`src/hdl/masked_polynomial_pixel_map_assert.svh`:
```
// Assertion macros shared by the pixel map modules.
// Each macro expects signals clk and rst_n in the scope where it is used.
`ifndef MASKED_POLYNOMIAL_PIXEL_MAP_ASSERT_SVH
`define MASKED_POLYNOMIAL_PIXEL_MAP_ASSERT_SVH

// Same-cycle implication, checked outside reset.
`define MPPM_ASSERT_NOW(lbl, ante, cons, msg) \
  lbl: assert property (@(posedge clk) disable iff (!rst_n) (ante) |-> (cons)) \
    else $error(msg);

// Next-cycle implication, checked outside reset.
`define MPPM_ASSERT_NEXT(lbl, ante, cons, msg) \
  lbl: assert property (@(posedge clk) disable iff (!rst_n) (ante) |=> (cons)) \
    else $error(msg);

`endif

```
`src/hdl/mppm_pkg.sv`:
```
// Shared types and constants of the masked polynomial pixel map.
// Used by the controller, the datapath and the top level; no dependencies.
package mppm_pkg;

  localparam int DATA_W      = 32;
  localparam int DEG_W       = 3;
  localparam int CFG_IDX_W   = 4;
  localparam int OUT_TDATA_W = 168;
  localparam int IN_TUSER_W  = 2;
  localparam int MAX_DEGREE_DEF = 4;

  // Register indexes on the configuration channel.
  localparam logic [CFG_IDX_W-1:0] REG_DEGREE   = 4'd0;
  localparam logic [CFG_IDX_W-1:0] REG_COEF0    = 4'd1;
  localparam logic [CFG_IDX_W-1:0] REG_FIT_LOW  = 4'd6;
  localparam logic [CFG_IDX_W-1:0] REG_FIT_HIGH = 4'd7;

  localparam logic [DEG_W-1:0]         DEGREE_RST = 3'd1;
  localparam logic signed [DATA_W-1:0] COEF1_RST  = 32'sd65536;
  localparam logic signed [DATA_W-1:0] Q_MAX      = 32'sh7FFF_FFFF;
  localparam logic signed [DATA_W-1:0] Q_MIN      = 32'sh8000_0000;
  localparam logic [DATA_W-1:0]        CNT_MAX    = 32'hFFFF_FFFF;

  // Bit positions inside in_tuser.
  localparam int TUSER_MASK  = 0;
  localparam int TUSER_START = 1;

  // Commands from the controller to the datapath.
  typedef struct packed {
    logic load;    // capture the accepted pixel, seed the accumulator
    logic step;    // one Horner multiply-add
    logic finish;  // update statistics and fill the output register
  } ctrl_cmd_t;

  // Status from the datapath to the controller.
  typedef struct packed {
    logic out_hold;  // output register full and not taken this cycle
  } dp_sts_t;

  typedef enum logic [2:0] {
    ST_IDLE   = 3'b001,
    ST_STEP   = 3'b010,
    ST_FINISH = 3'b100
  } ctrl_state_t;

endpackage

```
`src/hdl/mppm_ctrl.sv`:
```
// Sequencing controller of the pixel map: accepts a pixel, counts Horner steps,
// then waits for the output register. Depends on mppm_pkg.
`include "masked_polynomial_pixel_map_assert.svh"

module mppm_ctrl
  import mppm_pkg::*;
#(
  parameter int MAX_DEGREE = MAX_DEGREE_DEF,
  localparam int IDX_W = (MAX_DEGREE < 2) ? 1 : $clog2(MAX_DEGREE + 1)
) (
  input  logic             clk,
  input  logic             rst_n,
  input  logic             in_valid,
  input  logic             in_mask,
  output logic             in_ready,
  input  logic [IDX_W-1:0] deg_eff,
  input  dp_sts_t          sts,
  output ctrl_cmd_t        cmd,
  output logic [IDX_W-1:0] coef_idx
);

  ctrl_state_t      state_r, state_nxt;
  logic [IDX_W-1:0] step_r, step_nxt;
  logic             accept;

  assign in_ready = (state_r == ST_IDLE);
  assign accept   = in_valid & in_ready;

  // In idle the top coefficient seeds the accumulator; while stepping, the
  // coefficient one below the remaining count is added.
  assign coef_idx = (state_r == ST_IDLE) ? deg_eff : step_r - IDX_W'(1);

  always_comb begin
    state_nxt  = state_r;
    step_nxt   = step_r;
    cmd.load   = 1'b0;
    cmd.step   = 1'b0;
    cmd.finish = 1'b0;
    case (state_r)
      ST_IDLE: begin
        if (accept) begin
          cmd.load = 1'b1;
          step_nxt = deg_eff;
          if (in_mask && (deg_eff != '0)) begin
            state_nxt = ST_STEP;
          end else begin
            state_nxt = ST_FINISH;
          end
        end
      end
      ST_STEP: begin
        cmd.step = 1'b1;
        step_nxt = step_r - IDX_W'(1);
        if (step_r == IDX_W'(1)) begin
          state_nxt = ST_FINISH;
        end
      end
      ST_FINISH: begin
        if (!sts.out_hold) begin
          cmd.finish = 1'b1;
          state_nxt  = ST_IDLE;
        end
      end
      default: begin
        state_nxt = ST_IDLE;
      end
    endcase
  end

  always_ff @(posedge clk) begin
    if (!rst_n) begin
      state_r <= ST_IDLE;
      step_r  <= '0;
    end else begin
      state_r <= state_nxt;
      step_r  <= step_nxt;
    end
  end

  `MPPM_ASSERT_NOW(a_step_count_live, state_r == ST_STEP, step_r != '0, "step with zero count")
  `MPPM_ASSERT_NEXT(a_masked_skips_steps, accept && !in_mask, state_r == ST_FINISH, "masked pixel stepped")
  `MPPM_ASSERT_NEXT(a_finish_waits, state_r == ST_FINISH && sts.out_hold, state_r == ST_FINISH, "left finish while output full")

endmodule

```
`src/hdl/mppm_datapath.sv`:
```
// Datapath of the pixel map: configuration registers, Horner multiply-add,
// running statistics and the output register. Depends on mppm_pkg.
`include "masked_polynomial_pixel_map_assert.svh"

module mppm_datapath
  import mppm_pkg::*;
#(
  parameter int MAX_DEGREE = MAX_DEGREE_DEF,
  localparam int IDX_W = (MAX_DEGREE < 2) ? 1 : $clog2(MAX_DEGREE + 1)
) (
  input  logic                   clk,
  input  logic                   rst_n,
  input  logic                   cfg_wr,
  input  logic [CFG_IDX_W-1:0]   cfg_index,
  input  logic [DATA_W-1:0]      cfg_data,
  input  logic [DATA_W-1:0]      in_sample,
  input  logic [IN_TUSER_W-1:0]  in_flags,
  input  ctrl_cmd_t              cmd,
  input  logic [IDX_W-1:0]       coef_idx,
  output logic [IDX_W-1:0]       deg_eff,
  output dp_sts_t                sts,
  input  logic                   out_ready,
  output logic                   out_valid,
  output logic [OUT_TDATA_W-1:0] out_data
);

  localparam int NCOEF = MAX_DEGREE + 1;
  localparam int SUM_W = 50;

  logic [DEG_W-1:0]         degree_r;
  logic signed [DATA_W-1:0] coef_r [NCOEF];
  logic signed [DATA_W-1:0] fit_low_r, fit_high_r;

  logic signed [DATA_W-1:0] x_r, acc_r, acc_nxt, value_r;
  logic                     mask_r, start_r, ext_r, out_valid_r, out_valid_nxt;
  logic signed [DATA_W-1:0] min_r, max_r, min_nxt, max_nxt, min_base, max_base;
  logic [DATA_W-1:0]        vcnt_r, ecnt_r, vcnt_nxt, ecnt_nxt, vcnt_base, ecnt_base;
  logic                     outside;

  logic signed [DATA_W-1:0]   coef_rd;
  logic signed [2*DATA_W-1:0] prod, prod_rnd, prod_sh;
  logic signed [SUM_W-1:0]    sum;
  logic signed [DATA_W-1:0]   sum_sat;

  // Configuration registers.
  always_ff @(posedge clk) begin
    if (!rst_n) begin
      degree_r   <= DEGREE_RST;
      fit_low_r  <= Q_MIN;
      fit_high_r <= Q_MAX;
    end else if (cfg_wr) begin
      if (cfg_index == REG_DEGREE) begin
        degree_r <= cfg_data[DEG_W-1:0];
      end
      if (cfg_index == REG_FIT_LOW) begin
        fit_low_r <= $signed(cfg_data);
      end
      if (cfg_index == REG_FIT_HIGH) begin
        fit_high_r <= $signed(cfg_data);
      end
    end
  end

  for (genvar i = 0; i < NCOEF; i++) begin : g_coef
    always_ff @(posedge clk) begin
      if (!rst_n) begin
        coef_r[i] <= (i == 1) ? COEF1_RST : '0;
      end else if (cfg_wr && (cfg_index == CFG_IDX_W'(int'(REG_COEF0) + i))) begin
        coef_r[i] <= $signed(cfg_data);
      end
    end
  end

  assign deg_eff = (degree_r > DEG_W'(MAX_DEGREE)) ? IDX_W'(MAX_DEGREE) : IDX_W'(degree_r);
  assign coef_rd = coef_r[coef_idx];

  // One Horner step: round the Q32.32 product to Q16.16 (ties up), add the
  // coefficient exactly, then clamp to 32 bits.
  always_comb begin
    prod     = x_r * acc_r;
    prod_rnd = prod + 64'sd32768;
    prod_sh  = prod_rnd >>> 16;
    sum      = $signed(prod_sh[SUM_W-1:0]) + SUM_W'(coef_rd);
    if (sum > SUM_W'(Q_MAX)) begin
      sum_sat = Q_MAX;
    end else if (sum < SUM_W'(Q_MIN)) begin
      sum_sat = Q_MIN;
    end else begin
      sum_sat = sum[DATA_W-1:0];
    end
  end

  always_comb begin
    acc_nxt = acc_r;
    if (cmd.load) begin
      acc_nxt = coef_rd;
    end else if (cmd.step) begin
      acc_nxt = sum_sat;
    end
  end

  always_ff @(posedge clk) begin
    acc_r <= acc_nxt;
    if (cmd.load) begin
      x_r     <= $signed(in_sample);
      mask_r  <= in_flags[TUSER_MASK];
      start_r <= in_flags[TUSER_START];
    end
    if (cmd.finish) begin
      value_r <= mask_r ? acc_r : '0;
      ext_r   <= mask_r & outside;
    end
  end

  // Statistics: a start flag restarts from the cleared values before this pixel.
  assign outside   = (x_r < fit_low_r) || (x_r > fit_high_r);
  assign min_base  = start_r ? Q_MAX : min_r;
  assign max_base  = start_r ? Q_MIN : max_r;
  assign vcnt_base = start_r ? '0 : vcnt_r;
  assign ecnt_base = start_r ? '0 : ecnt_r;

  always_comb begin
    min_nxt  = min_base;
    max_nxt  = max_base;
    vcnt_nxt = vcnt_base;
    ecnt_nxt = ecnt_base;
    if (mask_r) begin
      if (acc_r < min_base) begin
        min_nxt = acc_r;
      end
      if (acc_r > max_base) begin
        max_nxt = acc_r;
      end
      if (vcnt_base != CNT_MAX) begin
        vcnt_nxt = vcnt_base + DATA_W'(1);
      end
      if (outside && (ecnt_base != CNT_MAX)) begin
        ecnt_nxt = ecnt_base + DATA_W'(1);
      end
    end
  end

  always_ff @(posedge clk) begin
    if (!rst_n) begin
      min_r  <= Q_MAX;
      max_r  <= Q_MIN;
      vcnt_r <= '0;
      ecnt_r <= '0;
    end else if (cmd.finish) begin
      min_r  <= min_nxt;
      max_r  <= max_nxt;
      vcnt_r <= vcnt_nxt;
      ecnt_r <= ecnt_nxt;
    end
  end

  // Output register; the statistics registers double as its report fields.
  assign out_valid_nxt = cmd.finish | (out_valid_r & ~out_ready);

  always_ff @(posedge clk) begin
    if (!rst_n) begin
      out_valid_r <= 1'b0;
    end else begin
      out_valid_r <= out_valid_nxt;
    end
  end

  assign sts.out_hold = out_valid_r & ~out_ready;
  assign out_valid    = out_valid_r;
  assign out_data     = {7'd0, ecnt_r, vcnt_r, max_r, min_r, ext_r, value_r};

  `MPPM_ASSERT_NOW(a_finish_slot_free, cmd.finish, !sts.out_hold, "finish into full output")
  `MPPM_ASSERT_NEXT(a_masked_no_ext, cmd.finish && !mask_r, !ext_r && value_r == '0, "masked pixel flagged")
  `MPPM_ASSERT_NEXT(a_masked_no_count, cmd.finish && !mask_r && !start_r, $stable(vcnt_r), "masked pixel counted")

endmodule

```
`src/hdl/masked_polynomial_pixel_map.sv`:
```
// Top level of the masked polynomial pixel map.
// Depends on mppm_pkg, mppm_ctrl and mppm_datapath.
//
// Use: each pixel arrives as one transfer on the in_ channel: in_tdata holds
// the signed Q16.16 sample, in_tuser holds the mask bit and the start-of-image
// flag. For an unmasked pixel the block evaluates the configured polynomial
// with Horner's rule, one saturating multiply-add per cycle on a single shared
// multiplier, and flags a sample outside [fit_low, fit_high]. Each pixel gives
// exactly one transfer on the out_ channel with the value, the flag, the
// running minimum and maximum, and the valid and extrapolated pixel counts.
// For an unmasked pixel the result passes through the Horner steps before it
// reaches out_tvalid; a masked pixel or degree zero skips the Horner steps.
// A new pixel is accepted only after the previous one has been handed to the
// output register; in_tready is high only while the block is idle.
// If the receiver stalls, the result waits in the output register and one
// further pixel may still be accepted and computed; it then waits until the
// register empties. Reset restores the configuration defaults (degree 1,
// identity coefficients, full fit range) and clears the statistics. The
// configuration channel is always ready; write it only while the block is idle.
module masked_polynomial_pixel_map
  import mppm_pkg::*;
#(
  parameter int MAX_DEGREE = MAX_DEGREE_DEF,
  localparam int IDX_W = (MAX_DEGREE < 2) ? 1 : $clog2(MAX_DEGREE + 1)
) (
  input  logic                   clk,
  input  logic                   rst_n,
  // Configuration write channel.
  input  logic                   cfg_valid,
  output logic                   cfg_ready,
  input  logic [CFG_IDX_W-1:0]   cfg_index,
  input  logic [DATA_W-1:0]      cfg_data,
  // Pixel input channel.
  input  logic                   in_tvalid,
  output logic                   in_tready,
  input  logic [DATA_W-1:0]      in_tdata,   // [31:0] sample
  input  logic [IN_TUSER_W-1:0]  in_tuser,   // [0] mask_on, [1] start_image
  // Result output channel.
  output logic                   out_tvalid,
  input  logic                   out_tready,
  output logic [OUT_TDATA_W-1:0] out_tdata   // [31:0] value, [32] extrapolated,
                                             // [64:33] result_min, [96:65] result_max,
                                             // [128:97] valid_count,
                                             // [160:129] extrap_count, [167:161] zero
);

  ctrl_cmd_t        cmd;
  dp_sts_t          sts;
  logic [IDX_W-1:0] deg_eff;
  logic [IDX_W-1:0] coef_idx;

  // Register writes go straight into the registers, so the channel never stalls.
  assign cfg_ready = 1'b1;

  mppm_ctrl #(
    .MAX_DEGREE (MAX_DEGREE)
  ) u_ctrl (
    .clk      (clk),
    .rst_n    (rst_n),
    .in_valid (in_tvalid),
    .in_mask  (in_tuser[TUSER_MASK]),
    .in_ready (in_tready),
    .deg_eff  (deg_eff),
    .sts      (sts),
    .cmd      (cmd),
    .coef_idx (coef_idx)
  );

  mppm_datapath #(
    .MAX_DEGREE (MAX_DEGREE)
  ) u_datapath (
    .clk       (clk),
    .rst_n     (rst_n),
    .cfg_wr    (cfg_valid & cfg_ready),
    .cfg_index (cfg_index),
    .cfg_data  (cfg_data),
    .in_sample (in_tdata),
    .in_flags  (in_tuser),
    .cmd       (cmd),
    .coef_idx  (coef_idx),
    .deg_eff   (deg_eff),
    .sts       (sts),
    .out_ready (out_tready),
    .out_valid (out_tvalid),
    .out_data  (out_tdata)
  );

endmodule

```
`config.mk`:
```
export PLATFORM = sky130hd
export DESIGN_NAME = masked_polynomial_pixel_map
export DESIGN_NICKNAME = d
export VERILOG_FILES = /design/src/hdl/mppm_pkg.sv /design/src/hdl/mppm_ctrl.sv /design/src/hdl/mppm_datapath.sv /design/src/hdl/masked_polynomial_pixel_map.sv
export VERILOG_INCLUDE_DIRS = /design/src /design/src/hdl
export SDC_FILE = /design/constraint.sdc
export NUM_CORES = 2
export LEC_CHECK = 0
export BUFFER_PORTS_ARGS = -buffer_cell sky130_fd_sc_hd__buf_4
export CAP_MARGIN = 0
export CORE_MARGIN = 5
export CORE_UTILIZATION = 29
export DETAILED_ROUTE_END_ITERATION = 16
export GPL_ROUTABILITY_DRIVEN = 0
export PLACE_DENSITY = 0.49
export SLEW_MARGIN = 20
export SYNTH_ARGS = -nofsm -noshare
export SYNTH_HDL_FRONTEND = slang
export SYNTH_SLANG_ARGS = --single-unit
```
`constraint.sdc`:
```
create_clock -name clk -period 10.5 [get_ports clk]
set_input_delay 0.525 -clock clk [delete_from_list [all_inputs] [get_ports clk]]
set_output_delay 0.525 -clock clk [all_outputs]
set_load 0.05 [all_outputs]
```
==> metrics.yaml <==
run_status:
  outcome: "finished, violations left"
  violations: "setup timing"
sta:
  relSlewSlack_pct: 27.6
  clock.fmax_ghz: 0.0933
  min_period_ns: 10.72
  worstMarginPinSlew_ns: 1.08
  drv_slew: 0
  finalCritPeriodShare_pct: 102
  skew_ns: 0.0351
  finalSetupViolations: 31
  hold_viol: 0
  rsz0062_at_grt: "true"
  fin_ws_ns: -0.220
global_route:
  grt_max_degree: 79
  antenna_found_initial: 3
  gr-total-overflow: 0
  grt_pass1_vias: 50800
  grt_pass1_wl_mm: 317
  grt_usage_pct: 18.4
routing:
  ant_nets: 0
  wire_per_inst_um: 20.5
  dr.pass1.iters: 5
  drcViolationCount: 0
  drt_iter0_drc: 2651
  routed_wirelength_mm: 207
  vias_per_cell: 4.70
  vias: 47400
yosys:
  syn_avg_cell_area_sq_um: 9.41
  yosysSeqAreaShare_pct: 19.1
  ys.flop_type: "edfxtp_1"
  yosysTopAreaCellShare_pct: 35.0
  synth_cell_types: 99
  synthArstFlopShare_pct: 0
  netlist_area_sq_um: 62000
  synth-edff-count: 259
  synthTopCellsByArea: "fa_1 (35%), edfxtp_1 (13%), ha_1 (7.2%)"
  yosys_warnings: 0
  synthCells: 6589
  synth_top_cell_by_area: "fa_1"
  ys_ff_latch: 461
flow_run:
  cap_violations: 0
setup_path:
  crit_start: "u_datapath.acc_r[9]"
  arrival_ns: 11.07
  r2r_slack_ns: -0.22
  critPathMostFrequentCell: "fa_1"
  cp.required_ns: 10.85
  crit_fanout: 8
  r2r-end: "u_datapath.acc_r[20]"
  crit_type: "register to register"
  cpPeakStageDelay_ns: 0.56
  cp-start-kind: "register"
  rr_startpoint: "u_datapath.acc_r[9]"
  worstRegToRegCells: 42
  cp-end-kind: "register"
  cp_slowest_cell: "fa_2"
clock_network:
  clk_latency_ns: 0.64
  tritoncts: "built"
  cts_hold_buffers: 0
  clockBufferDepth: 3
  htree_levels: 2
  numClockSinks: 461
  numCtsBuffers: 50
  cts_root_buffer: "clkbuf_16"
  clk_pin_slew_worst_paths_ns: 0.07
finish:
  nNetsFinal: 8736
  finalInstanceArea_sq_um: 75300
  drive_gt1_share_pct: 18.2
  finish.utilization_pct: 35.5
  areaGrowthSynthToFinish_pct: 21.5
  fillers: 21800
worst_hold_path:
  holdPathEnd: "u_datapath.x_r[20]"
  hp-class: "input port to register"
  min_from: "in_tdata[20]"
  min_path_cells: 1
floorplanning:
  ios: 246
  design.core.area_sq_um: 212000
  die_height_um: 472
  die_area_sq_um: 223000
  start_util_pct: 29.2
  die_w_um: 472
  num_rows: 169
place:
  pre_cts_slack_ns: -0.696
  port-buffer-count: 237
  dpl-instance-area_sq_um: 70800
  hpwl_mm: 161
## worst max-delay path, delay by kind of cell, from the launching register on
| family | cells | cell delay [ns] |
|---|---|---|
| flip-flops | 1 | 0.42 |
| AO/OA/AOI/OAI | 9 | 1.55 |
| adder cells (fa/ha/maj) | 10 | 4.67 |
| AND/OR/NAND/NOR | 11 | 2.37 |
| buffers and inverters | 11 | 1.25 |
| XOR/XNOR | 1 | 0.13 |
## flip-flops by register name, indices dropped and copies added (netlist names)
signal	cells
u_datapath.coef_r	160
u_datapath.acc_r	32
u_datapath.ecnt_r	32
u_datapath.fit_high_r	32
u_datapath.fit_low_r	32
u_datapath.max_r	32
u_datapath.min_r	32
u_datapath.value_r	32
u_datapath.vcnt_r	32
u_datapath.x_r	32
u_ctrl.state_r	3
u_ctrl.step_r	3
u_datapath.degree_r	3
u_datapath.ext_r	1
u_datapath.mask_r	1
u_datapath.out_valid	1
u_datapath.start_r	1
## repair_timing
action	CTS	global route
buffers inserted	94	42
endpoints found under the hold margin	0	0
resized for setup	209	133
endpoints found under the setup margin	32	32
pin swaps	181	149
cloned	9	5
## cells by family (layout without fill, tap and decap cells)
logic type	after synthesis	in the layout	share of synthesized area, %
flip-flops	461	461	19.1
multiplexers	109	109	1.77
XOR/XNOR	123	123	1.74
adder cells (fa/ha/maj)	1440	1440	42.2
other	2	10	0.0121
buffers and inverters	1541	2209	9.51
AND/OR/NAND/NOR	2252	2252	18.2
AO/OA/AOI/OAI	661	661	7.56
## final cells by class
| class | instances | area (sq um) | area share (%) |
|---|---|---|---|
| Antenna cell | 2 | 5.00 | 0.00665 |
| Clock buffer | 70 | 1430 | 1.90 |
| Clock inverter | 24 | 290 | 0.385 |
| Inverter | 1181 | 4430 | 5.89 |
| Multi-Input combinational cell | 4593 | 45400 | 60.3 |
| Sequential cell | 461 | 11800 | 15.7 |
| Tap cell | 2821 | 3530 | 4.69 |
| Timing Repair Buffer | 934 | 8420 | 11.2 |
## how the worst max path moves through the flow
stage	endpoint	slack [ns]
after floorplan	u_datapath.acc_r[24]	0.04
after global placement	u_datapath.acc_r[5]	-0.64
after detailed placement	u_datapath.acc_r[1]	-0.70
after CTS	u_datapath.acc_r[17]	-0.16
after global routing	u_datapath.acc_r[29]	-0.58
final	u_datapath.acc_r[20]	-0.22
## cells in the final DEF (no fill, tap or decap), types with 57 or more instances in the layout
| cell | synthesis | final |
|---|---|---|
| and2_1 | 693 | 672 |
| a21o_1 | 101 | 100 |
| edfxtp_1 | 259 | 259 |
| mux2i_1 | 105 | 104 |
| a21oi_1 | 166 | 142 |
| fa_1 | 1083 | 1028 |
| ha_1 | 357 | 332 |
| dfxtp_1 | 202 | 202 |
| nand2b_1 | 97 | 97 |
| inv_1 | 1178 | 1139 |
| xnor2_1 | 82 | 79 |
| nand2_1 | 971 | 959 |
| clkbuf_16 | 0 | 57 |
| nor2_1 | 170 | 166 |
| buf_12 | 0 | 72 |
| buf_4 | 10 | 793 |
| nand3_1 | 85 | 83 |
## per-layer routing
| metal | vias up | track usage [%] | wire, um |
|---|---|---|---|
| li1 | 21700 | - | - |
| met5 | - | 0 | 11 |
| met2 | 971 | 31.0 | 98300 |
| met4 | 2 | 5.60 | 7960 |
| met3 | 236 | 2.16 | 8780 |
| met1 | 24400 | 24.8 | 91700 |
## stage by stage
step	std cells	hold slack (ns)	setup TNS, ns
2_1_floorplan	6595	0.436	0
3_3_place_gp	9844	0.443	-19.75
3_5_place_dp	9844	0.447	-21.48
4_1_cts	10000	0.0178	-3.88
5_1_grt	10100	0.0278	-16.56
6_report	10100	0.0619	-5.39
## Yosys cell counts, drive strengths merged, types with 5 or more instances
cell and count:
ha 357, mux2i 105, o2111ai 10, a221oi 5, o211ai 54, a211oi 44
inv 1178, or4 6, o21bai 18, o41ai 6, and3b 7, or3 9
buf 35, nand3b 7, edfxtp 259, a21oi 166, nand4 56, o21a 25
nor2b 35, xor2 41, a21o 101, and2 694, o211a 6, and3 24
and4 7, o31ai 9, o22ai 34, nand2b 97, or2 6, a31oi 50
a211o 10, nor4 18, nand2 972, a311oi 7, xnor2 82, dfxtp 202
nand3 86, nor2 170, fa 1083, nor3 33, clkbuf 325, o21ai 75
nor3b 12
Power is not shown: default switching activity piles up to over one toggle a cycle in this logic, so the estimate is an artifact.
